$ cat src/rtl/core/bdeq_pkg.sv
// ----------------------------------------------------------------------------
// bdeq_pkg: shared types and constants for the bounded deque
// Sizes, command and status codes, controller commands and element helpers.
// ----------------------------------------------------------------------------
package bdeq_pkg;

	localparam int DEPTH         = 64;
	localparam int ELEMENT_WIDTH = 32;
	localparam int PTR_W         = (DEPTH > 1) ? $clog2(DEPTH) : 1;
	localparam int CNT_W         = $clog2(DEPTH + 1);

	typedef enum logic [2:0] {
		OP_PUSH_BACK  = 3'd0,
		OP_PUSH_FRONT = 3'd1,
		OP_POP_BACK   = 3'd2,
		OP_POP_FRONT  = 3'd3,
		OP_READ       = 3'd4,
		OP_WRITE      = 3'd5,
		OP_CLEAR      = 3'd6
	} op_t;

	typedef enum logic [1:0] {
		ST_OK    = 2'd0,
		ST_FULL  = 2'd1,
		ST_EMPTY = 2'd2,
		ST_RANGE = 2'd3
	} status_t;

	typedef enum logic [1:0] {
		S_IDLE,
		S_EXEC,
		S_RESP
	} state_t;

	typedef struct packed {
		logic load;
		logic exec;
	} cmd_t;

	function automatic logic [ELEMENT_WIDTH-1:0] to_elem(input logic [31:0] v);
		logic signed [63:0] w;
		w = 64'(signed'(v));
		return w[ELEMENT_WIDTH-1:0];
	endfunction

	function automatic logic [31:0] to_data(input logic [ELEMENT_WIDTH-1:0] e);
		logic signed [63:0] w;
		w = 64'(signed'(e));
		return w[31:0];
	endfunction

	function automatic logic [PTR_W-1:0] ring_slot(input logic [PTR_W-1:0] head,
			input logic [31:0] pos);
		logic [31:0] s;
		s = 32'(head) + pos;
		if (s >= 32'(DEPTH)) begin
			s = s - 32'(DEPTH);
		end
		return s[PTR_W-1:0];
	endfunction

endpackage

$ cat src/rtl/core/bdeq_ctrl.sv
// ----------------------------------------------------------------------------
// bdeq_ctrl: command sequencer
// Takes one item, runs it through the datapath, holds the result until taken.
// ----------------------------------------------------------------------------
module bdeq_ctrl (
	input  logic             clk,
	input  logic             arst_n,
	input  logic             in_valid,
	output logic             in_ready,
	output logic             out_valid,
	input  logic             out_ready,
	output bdeq_pkg::cmd_t   cmd
);

	bdeq_pkg::state_t state_q;
	bdeq_pkg::state_t state_d;

	always_ff @(posedge clk or negedge arst_n) begin
		if (!arst_n) begin
			state_q <= bdeq_pkg::S_IDLE;
		end else begin
			state_q <= state_d;
		end
	end

	always_comb begin
		state_d   = state_q;
		in_ready  = 1'b0;
		out_valid = 1'b0;
		cmd       = '0;
		unique case (state_q)
			bdeq_pkg::S_IDLE: begin
				in_ready = 1'b1;
				if (in_valid) begin
					cmd.load = 1'b1;
					state_d  = bdeq_pkg::S_EXEC;
				end
			end
			bdeq_pkg::S_EXEC: begin
				cmd.exec = 1'b1;
				state_d  = bdeq_pkg::S_RESP;
			end
			bdeq_pkg::S_RESP: begin
				out_valid = 1'b1;
				if (out_ready) begin
					state_d = bdeq_pkg::S_IDLE;
				end
			end
			default: begin
				state_d = bdeq_pkg::S_IDLE;
			end
		endcase
	end

endmodule

$ cat src/rtl/core/bdeq_dpath.sv
// ----------------------------------------------------------------------------
// bdeq_dpath: ring memory, head pointer and element count
// Decodes the latched command, does at most one memory access and updates pointers.
// ----------------------------------------------------------------------------
module bdeq_dpath (
	input  logic                  clk,
	input  logic                  arst_n,
	input  bdeq_pkg::cmd_t        cmd,
	input  logic [2:0]            operation,
	input  logic signed [31:0]    value,
	input  logic [5:0]            index,
	output logic signed [31:0]    data,
	output logic [6:0]            count,
	output logic                  is_empty,
	output logic [1:0]            status
);

	logic [bdeq_pkg::ELEMENT_WIDTH-1:0] mem [bdeq_pkg::DEPTH];

	logic [2:0]                         op_q;
	logic [bdeq_pkg::ELEMENT_WIDTH-1:0] val_q;
	logic [5:0]                         idx_q;

	logic [bdeq_pkg::PTR_W-1:0]         head_q;
	logic [bdeq_pkg::CNT_W-1:0]         count_q;
	bdeq_pkg::status_t                  status_q;
	logic                               rd_sel_q;
	logic [bdeq_pkg::ELEMENT_WIDTH-1:0] rdata_q;

	logic [bdeq_pkg::PTR_W-1:0]         head_d;
	logic [bdeq_pkg::CNT_W-1:0]         count_d;
	bdeq_pkg::status_t                  status_d;
	logic                               rd_sel_d;
	logic                               mem_we;
	logic                               mem_re;
	logic [bdeq_pkg::PTR_W-1:0]         mem_addr;
	logic                               full;
	logic                               empty;
	logic                               idx_bad;

	assign full    = (count_q >= bdeq_pkg::CNT_W'(bdeq_pkg::DEPTH));
	assign empty   = (count_q == '0);
	assign idx_bad = (32'(idx_q) >= 32'(count_q));

	always_ff @(posedge clk) begin
		if (cmd.load) begin
			op_q  <= operation;
			val_q <= bdeq_pkg::to_elem(value);
			idx_q <= index;
		end
	end

	always_comb begin
		head_d   = head_q;
		count_d  = count_q;
		status_d = bdeq_pkg::ST_OK;
		rd_sel_d = 1'b0;
		mem_we   = 1'b0;
		mem_re   = 1'b0;
		mem_addr = '0;
		case (op_q)
			bdeq_pkg::OP_PUSH_BACK: begin
				if (full) begin
					status_d = bdeq_pkg::ST_FULL;
				end else begin
					mem_we   = 1'b1;
					mem_addr = bdeq_pkg::ring_slot(head_q, 32'(count_q));
					count_d  = count_q + bdeq_pkg::CNT_W'(1);
				end
			end
			bdeq_pkg::OP_PUSH_FRONT: begin
				if (full) begin
					status_d = bdeq_pkg::ST_FULL;
				end else begin
					head_d   = (head_q == '0) ? bdeq_pkg::PTR_W'(bdeq_pkg::DEPTH - 1)
						: head_q - bdeq_pkg::PTR_W'(1);
					mem_we   = 1'b1;
					mem_addr = head_d;
					count_d  = count_q + bdeq_pkg::CNT_W'(1);
				end
			end
			bdeq_pkg::OP_POP_BACK: begin
				if (empty) begin
					status_d = bdeq_pkg::ST_EMPTY;
				end else begin
					count_d  = count_q - bdeq_pkg::CNT_W'(1);
					mem_re   = 1'b1;
					rd_sel_d = 1'b1;
					mem_addr = bdeq_pkg::ring_slot(head_q, 32'(count_d));
				end
			end
			bdeq_pkg::OP_POP_FRONT: begin
				if (empty) begin
					status_d = bdeq_pkg::ST_EMPTY;
				end else begin
					mem_re   = 1'b1;
					rd_sel_d = 1'b1;
					mem_addr = head_q;
					count_d  = count_q - bdeq_pkg::CNT_W'(1);
					head_d   = (count_d == '0) ? '0 : bdeq_pkg::ring_slot(head_q, 32'd1);
				end
			end
			bdeq_pkg::OP_READ: begin
				if (idx_bad) begin
					status_d = bdeq_pkg::ST_RANGE;
				end else begin
					mem_re   = 1'b1;
					rd_sel_d = 1'b1;
					mem_addr = bdeq_pkg::ring_slot(head_q, 32'(idx_q));
				end
			end
			bdeq_pkg::OP_WRITE: begin
				if (idx_bad) begin
					status_d = bdeq_pkg::ST_RANGE;
				end else begin
					mem_we   = 1'b1;
					mem_addr = bdeq_pkg::ring_slot(head_q, 32'(idx_q));
				end
			end
			bdeq_pkg::OP_CLEAR: begin
				head_d  = '0;
				count_d = '0;
			end
			default: begin
			end
		endcase
	end

	// single-port ring storage, registered read
	always_ff @(posedge clk) begin
		if (cmd.exec && mem_we) begin
			mem[mem_addr] <= val_q;
		end
		if (cmd.exec && mem_re) begin
			rdata_q <= mem[mem_addr];
		end
	end

	always_ff @(posedge clk or negedge arst_n) begin
		if (!arst_n) begin
			head_q   <= '0;
			count_q  <= '0;
			status_q <= bdeq_pkg::ST_OK;
			rd_sel_q <= 1'b0;
		end else if (cmd.exec) begin
			head_q   <= head_d;
			count_q  <= count_d;
			status_q <= status_d;
			rd_sel_q <= rd_sel_d;
		end
	end

	assign data     = rd_sel_q ? signed'(bdeq_pkg::to_data(rdata_q)) : '0;
	assign count    = 7'(count_q);
	assign is_empty = (count_q == '0);
	assign status   = status_q;

	a_count_bound: assert property (@(posedge clk) disable iff (!arst_n)
		32'(count_q) <= 32'(bdeq_pkg::DEPTH))
		else $error("element count beyond depth");

	a_full_status: assert property (@(posedge clk) disable iff (!arst_n)
		status_q == bdeq_pkg::ST_FULL |-> count_q == bdeq_pkg::CNT_W'(bdeq_pkg::DEPTH))
		else $error("full status with room left");

	a_empty_status: assert property (@(posedge clk) disable iff (!arst_n)
		status_q == bdeq_pkg::ST_EMPTY |-> count_q == '0)
		else $error("empty status with elements held");

	a_data_ok: assert property (@(posedge clk) disable iff (!arst_n)
		rd_sel_q |-> status_q == bdeq_pkg::ST_OK)
		else $error("data returned on failed command");

endmodule

$ cat src/rtl/core/bounded_double_ended_queue.sv
// ----------------------------------------------------------------------------
// bounded_double_ended_queue: bounded deque of signed elements
// Push/pop at either end, indexed read/write and clear over a ring memory.
// ----------------------------------------------------------------------------
// One command is taken at a time: an item is latched in the idle state, does
// at most one access to the ring memory (whose read data is registered) in
// the execute state, and is then offered as a result in the response state
// until out_ready takes it. The single-port memory access and its registered
// read set these steps. No clearing pass is needed after reset; the queue is
// empty at once.
module bounded_double_ended_queue (
	input  logic               clk,
	input  logic               arst_n,
	input  logic               in_valid,
	output logic               in_ready,
	input  logic [2:0]         operation,
	input  logic signed [31:0] value,
	input  logic [5:0]         index,
	output logic               out_valid,
	input  logic               out_ready,
	output logic signed [31:0] data,
	output logic [6:0]         count,
	output logic               is_empty,
	output logic [1:0]         status
);

	bdeq_pkg::cmd_t cmd;

	bdeq_ctrl u_ctrl (
		.clk       (clk),
		.arst_n    (arst_n),
		.in_valid  (in_valid),
		.in_ready  (in_ready),
		.out_valid (out_valid),
		.out_ready (out_ready),
		.cmd       (cmd)
	);

	bdeq_dpath u_dpath (
		.clk       (clk),
		.arst_n    (arst_n),
		.cmd       (cmd),
		.operation (operation),
		.value     (value),
		.index     (index),
		.data      (data),
		.count     (count),
		.is_empty  (is_empty),
		.status    (status)
	);

endmodule

$ cat config.mk
export PLATFORM = sky130hd
export DESIGN_NAME = bounded_double_ended_queue
export DESIGN_NICKNAME = d
export VERILOG_FILES = /design/src/rtl/core/bdeq_pkg.sv /design/src/rtl/core/bdeq_ctrl.sv /design/src/rtl/core/bdeq_dpath.sv /design/src/rtl/core/bounded_double_ended_queue.sv
export SDC_FILE = /design/constraint.sdc
export NUM_CORES = 2
export LEC_CHECK = 0
export BUFFER_PORTS_ARGS = -buffer_cell sky130_fd_sc_hd__buf_2
export CORE_MARGIN = 5
export CORE_UTILIZATION = 42
export DETAILED_ROUTE_END_ITERATION = 10
export PLACE_DENSITY = 0.58
export SLEW_MARGIN = 20
export SYNTH_ARGS = -nofsm -noshare
export SYNTH_HDL_FRONTEND = slang
export SYNTH_SLANG_ARGS = --single-unit
$ cat constraint.sdc
create_clock -name clk -period 10.7 [get_ports clk]
set_input_delay 1.07 -clock clk [delete_from_list [all_inputs] [get_ports clk]]
set_output_delay 1.07 -clock clk [all_outputs]
set_load 0.01 [all_outputs]
# Word level (Yosys, flattened, before mapping)
# Memory sizes are Yosys's and may differ from the RTL's. A register that Yosys moved wholly into a read port is not among the register bits.
# Index checks and enable logic that the tools add are counted.
# W data, S select, Z words.
[op_classes]
n_mux = 38
n_addsub = 11
n_reduce_logical = 15
eq_ne = 14
n_lt_le_gt_ge = 6
[op_table]
columns = ["operator", "count"]
rows = [
  ["$mux W6", 13],
  ["$mux W32", 1],
  ["$pmux W6 S5", 1],
  ["$sub A6 B1 Y6 const B", 5],
  ["$ge A7 B7 Y1 const B", 3],
  ["$pmux W7 S3", 1],
  ["$pmux W6 S3", 1],
  ["$add A6 B7 Y8", 2],
  ["$ge A8 B7 Y1 const B", 2],
  ["$logic_not A7 Y1", 2],
  ["$mux W7", 2],
  ["$ne A2 B2 Y1 const B", 6],
  ["$pmux W2 S3", 2],
  ["$mux W1", 11],
  ["$eq A3 B3 Y1 const B", 3],
  ["$mux W2", 4],
  ["$reduce_and A4 Y1", 2],
  ["$add A6 B1 Y7 const B", 1],
  ["$add A6 B6 Y7", 1],
  ["$add A7 B1 Y7 const B", 1],
  ["$ge A6 B7 Y1", 1],
  ["$sub A7 B1 Y7 const B", 1],
  ["$eq A3 B2 Y1 const B", 2],
  ["$logic_not A6 Y1", 1],
  ["10 further kinds", 15],
]
[totals]
ram_bits = 2048
word_cells = 93
output_inout_bits = 44
mem_count = 1
register_bits = 59
[memory_table]
columns = ["memory", "words", "width", "rd", "rd_ports_with_merged_regs", "wr", "line", "text"]
rows = [
  ["u_dpath.mem", 64, 32, 1, 1, 1, "bdeq_dpath.sv:18", "logic [bdeq_pkg::ELEMENT_WIDTH-1:0] mem [bdeq_pkg::DEPTH];"],
]

# Longest topological paths before layout
[depth]
ltp_word = 6
depth_mapped = 16
depth_no_buf = 14

# By module
# From an unflattened synthesis, not the netlist that was laid out.
[unflattened]
cells_unflattened = 4916
area_unflattened_um2 = 83143.5
[by_module_without_submodules]
columns = ["mod", "area_each_um2", "cells_per_inst", "n_inst", "seq_area_each_um2"]
rows = [
  ["bdeq_dpath", 83053.4, 4907, 1, 64091.5],
  ["bdeq_ctrl", 90.1, 9, 1, 50.0],
]

# Worst setup path before layout
# OpenSTA, ideal clock, no wires.
[synth_timing]
path_kind = "reg2reg"
startpoint = "register u_dpath.head_q[1] in the netlist's numbering"
endpoint = "memory u_dpath.mem[11][0] in the netlist's numbering (enable)"
setup_ns = 0.421
t_required_ns = 10.279
arrival_ns = 4.794
stages_incl_launch_ff = 14
synth_period_minus_slack_ns = 5.215
setup_slack_ns = 5.485
cell_sequence = "dfrtp_1 -> inv_1 -> ha_1 -> or3b_1 -> clkbuf_1 -> or3_4 -> a311oi_2 -> a211oi_1 -> buf_2 -> buf_2 -> clkbuf_1 -> nor3_1 -> nand3_1 -> nor2_1"
[synth_between]
elab_chain_len = 5
[synth_rtl]
columns = ["item", "line", "text"]
rows = [
  ["from (decl)", "bdeq_dpath.sv:24", "logic [bdeq_pkg::PTR_W-1:0] head_q;"],
  ["from (signal assigned)", "bdeq_dpath.sv:141", "head_q <= '0;"],
  ["from (signal assigned)", "bdeq_dpath.sv:146", "head_q <= head_d;"],
  ["$add A6 B7 Y8 / $add A6 B6 Y7 (equally long branches)", "bdeq_pkg.sv:55", "s = 32'(head) + pos;"],
  ["$ge A8 B7 Y1, or another cell as far along", "bdeq_pkg.sv:56", "if (s >= 32'(DEPTH)) begin"],
  ["$mux W6", "bdeq_pkg.sv:56", ""],
  ["$mux W6 (on tied branches)", "bdeq_dpath.sv:83, bdeq_dpath.sv:63, bdeq_dpath.sv:104", ""],
  ["$pmux W6 S5 (*)", "bdeq_dpath.sv:61", "case (op_q)"],
  ["to (decl)", "bdeq_dpath.sv:18", ""],
]
# Every way passes the cells marked *; elsewhere a longest branch is shown, timed or not.

# Final worst setup path
[layout_timing]
startpoint = "register u_dpath.count_q (netlist bit u_dpath.count[0])"
endpoint = "register u_dpath.rdata_q[3] in the netlist's numbering, read port of u_dpath.mem, data pin"
[layout_between]
elab_chain_len = 6
[layout_rtl]
columns = ["item", "line", "text"]
rows = [
  ["from (decl)", "bdeq_dpath.sv:25", "logic [bdeq_pkg::CNT_W-1:0] count_q;"],
  ["from (signal assigned)", "bdeq_dpath.sv:147", "count_q <= count_d;"],
  ["$sub A7 B1 Y7", "bdeq_dpath.sv:86", "count_d = count_q - bdeq_pkg::CNT_W'(1);"],
  ["$add A6 B7 Y8", "bdeq_pkg.sv:55", ""],
  ["$ge A8 B7 Y1 / $sub A6 B1 Y6 (equally long branches)", "bdeq_pkg.sv:56, bdeq_pkg.sv:57", ""],
  ["$mux W6", "bdeq_pkg.sv:56", ""],
  ["$mux W6", "bdeq_dpath.sv:83", "if (empty) begin"],
  ["$pmux W6 S5", "bdeq_dpath.sv:61", ""],
  ["to (decl)", "bdeq_dpath.sv:28", "logic [bdeq_pkg::ELEMENT_WIDTH-1:0] rdata_q;"],
]
# Several ways; a longest one is shown, not always the timed one.
# A chain may end at the register's enable or synchronous reset.

==> results.toml <==
[layout]
most-common-layout-cells = "edfxtp_1, nand2_1, a21oi_1"
final_cell_area_um2 = 94500
synthToLayoutAreaGrowth_pct = 13.4
layout-drive-gt1-share_pct = 11.2
nets = 5675
final_cells = 8441
final_common_cell = "edfxtp_1"

[synth]
syn_area_per_cell_um2 = 15.2
ys.flop_type = "edfxtp_1"
ys_warn_count = 0
synth_compound_area_share_pct = 7.40
synth_edf_count = 2121
syn_area_um2 = 83300
synth_xor_area_share_pct = 0.195
async_reset_ff_share_pct = 0.842
synthSimpleGateAreaFrac_pct = 7.99
synth-seq-cells = 2139
synth.yosys.seq_area_share_pct = 77.0
synthAdderAreaFrac_pct = 0.477
synthesis.nets = 5561
synth_top_family_by_area = "simple AND/OR/NAND/NOR gates"
synth_mux_area_share_pct = 5.15
synth_cell_types = 60
syn_inst = 5486

[placement]
place_congestion = 0.820
pre_cts_slack_ns = 4.45
dpl.hpwl_mm = 130
portBuffers = 88
numPlacedInstances = 8029
dpl_cell_area_um2 = 87800

[power_and_ir_drop]
switching_share_pct = 40.5
p_leak_uw = 0.0324
p_int_uw = 16900
power.density_nw_per_um2 = 301
irDropWorstVdd_uv = 572
power_switching_uw = 11500
p_clk_share_pct = 25.2
sequentialPowerShare_pct = 35.1
combPwrFrac_pct = 39.7

[floorplanning]
core-area_um2 = 197000
die_y_um = 455
rows = 163
pin_count = 89
start_util_pct = 42.2
die_w_um = 455
dieArea_um2 = 207000

[timing]
post-route-min-period_ns = 6.23
worstMarginPinSlew_ns = 1.20
fin_skew_ns = 0.0972
finalCritPeriodShare_pct = 58.3
rsz0062_at_grt = "false"
worst_slack_ns = 4.47
relSlewSlack_pct = 19.3
max_freq_mhz = 160
final-hold-violation-count = 0
slew_viol_final = 0
setup_viol = 0
setup_tns_ns = 0

[global_route]
grt_pass1_vias = 48100
grt_max_degree = 128
overflow = 0
grt_first_pass_wirelength_mm = 353
grtUsageTotal_pct = 23.2
antenna_found_initial = 25

[clock_tree]
root_buffer = "clkbuf_16"
clock_sinks = 2139
ctsLongestPathBuffers = 3
cts-hold-fix-buffers = 0
cts_made_buffers = 209
post_cts_buffers = 0
cts_resized = 0
cts_max_level = 4
cts.clk_slew.worst_paths_ns = 0.06
insertion_delay_ns = 0.88
tritoncts = "done"

[routing]
viasPerCell = 5.92
drtAntennaViolNets = 0
wirelength_mm = 249
wl_per_cell_um = 29.4
drc = 0
drt_iter0_markers = 5975
first_pass_iters = 5
via_count = 50000

[setup_path]
r2r_setup_slack_ns = 4.47
crit_arrival_ns = 6.85
critPathRequiredTime_ns = 11.31
start_kind = "flop"
critPathKind = "flop to flop"
endpoint_kind = "flop"
cp_max_fo = 46

[status]
outcome = "complete, no violations"

[run]
maxCapViolations = 0

[worst_hold_path]
hold_class = "input port to asynchronous set/reset pin"
## layout make-up
cell class / instances / area, um2
clock inverters: 139 / 1290
flip-flops and latches: 2139 / 64100
repair buffers: 259 / 1890
multi-input cells: 2970 / 18400
clock buffers: 249 / 5380
fillers: 16900 / 103000
inverters: 21 / 78.8
diodes: 24 / 60.1
well taps: 2640 / 3300
## kinds of logic after synthesis
kind of cell / after synthesis
flops: 2139
simple gates: 1507
compound gates: 987
mux: 429
buf+inv: 377
fa+ha+maj: 30
xor+xnor: 17
## critical path, cell delays in order (launching register included)
cell	delay [ns]
dfrtp_1	0.52
inv_1	0.18
ha_1	0.30
xor2_1	0.28
ha_1	0.33
xor2_1	0.17
mux2i_1	0.10
o22ai_1	0.51
a21oi_1	0.26
nand2_4	0.81
buf_4	0.64
a21oi_1	0.08
nor4_1	0.82
nor3_1	0.34
or4_1	0.61
## final timing paths
check | from | end | cells past startpoint
min | arst_n | u_dpath.status[0] | 1
max | u_dpath.count[0] | u_dpath.rdata_q[3] | 14
max reg2reg | u_dpath.count[0] | u_dpath.rdata_q[3] | 14
max in group asynchronous | arst_n | u_dpath.head_q[5] | 1
min in group clk | value[25] | u_dpath.val_q[25] | 1
min reg2reg | u_dpath.status[0] | u_dpath.status[0] | 2
## Yosys cell counts (35+ instances only)
master	instances	share of area (%)
nand2_1	977	4.4
edfxtp_1	2121	76
and2_1	35	0.26
nor3_1	112	0.67
a21oi_1	492	3.0
mux2i_1	429	5.2
buf_2	59	0.35
nor4_1	202	1.5
buf_1	40	0.18
o21ai_0	43	0.26
o22ai_1	207	1.6
nor2_1	87	0.39
clkbuf_1	251	1.1
a221o_1	98	1.2
## layer usage
layer	vias to the layer above	share of wire (%)	wire length (um)	GRT usage, %
li1	21500	-	-	-
met1	25800	42	103000	32.4
met2	2275	47	116000	36.7
met3	381	8.2	20400	4.23
met4	10	3.4	8440	8.28
met5	-	0.026	64	0
## flip-flops by register name, summed over array words and instances, names as in the netlist
register	count
u_dpath.mem	2048
u_dpath.rdata_q	32
u_dpath.val_q	32
u_dpath.count	7
u_dpath.head_q	6
u_dpath.idx_q	6
u_dpath.op_q	3
u_ctrl.state_q	2
u_dpath.status	2
u_dpath.rd_sel_q	1
## power groups by stage
stage	sequential [uW]	clock [uW]	combinational (uW)
after floorplan	10300	0	6410
after global placement	10100	0	11100
after detailed placement	10200	0	11200
after CTS	9980	7270	11200
after global routing	9980	7640	11900
final	9980	7180	11300
## stage by stage
stage / util, % / total power, uW / hold WS [ns]
6_report: 47.9 / 28500 / 0.184
5_1_grt: 47.9 / 29500 / 0.189
4_1_cts: 47.9 / 28500 / 0.153
3_5_place_dp: 44.5 / 21400 / 0.490
3_3_place_gp: 44.4 / 21200 / 0.471
2_1_floorplan: - / 16700 / 0.516
No activity file was read; power rests on OpenSTA's default activity.
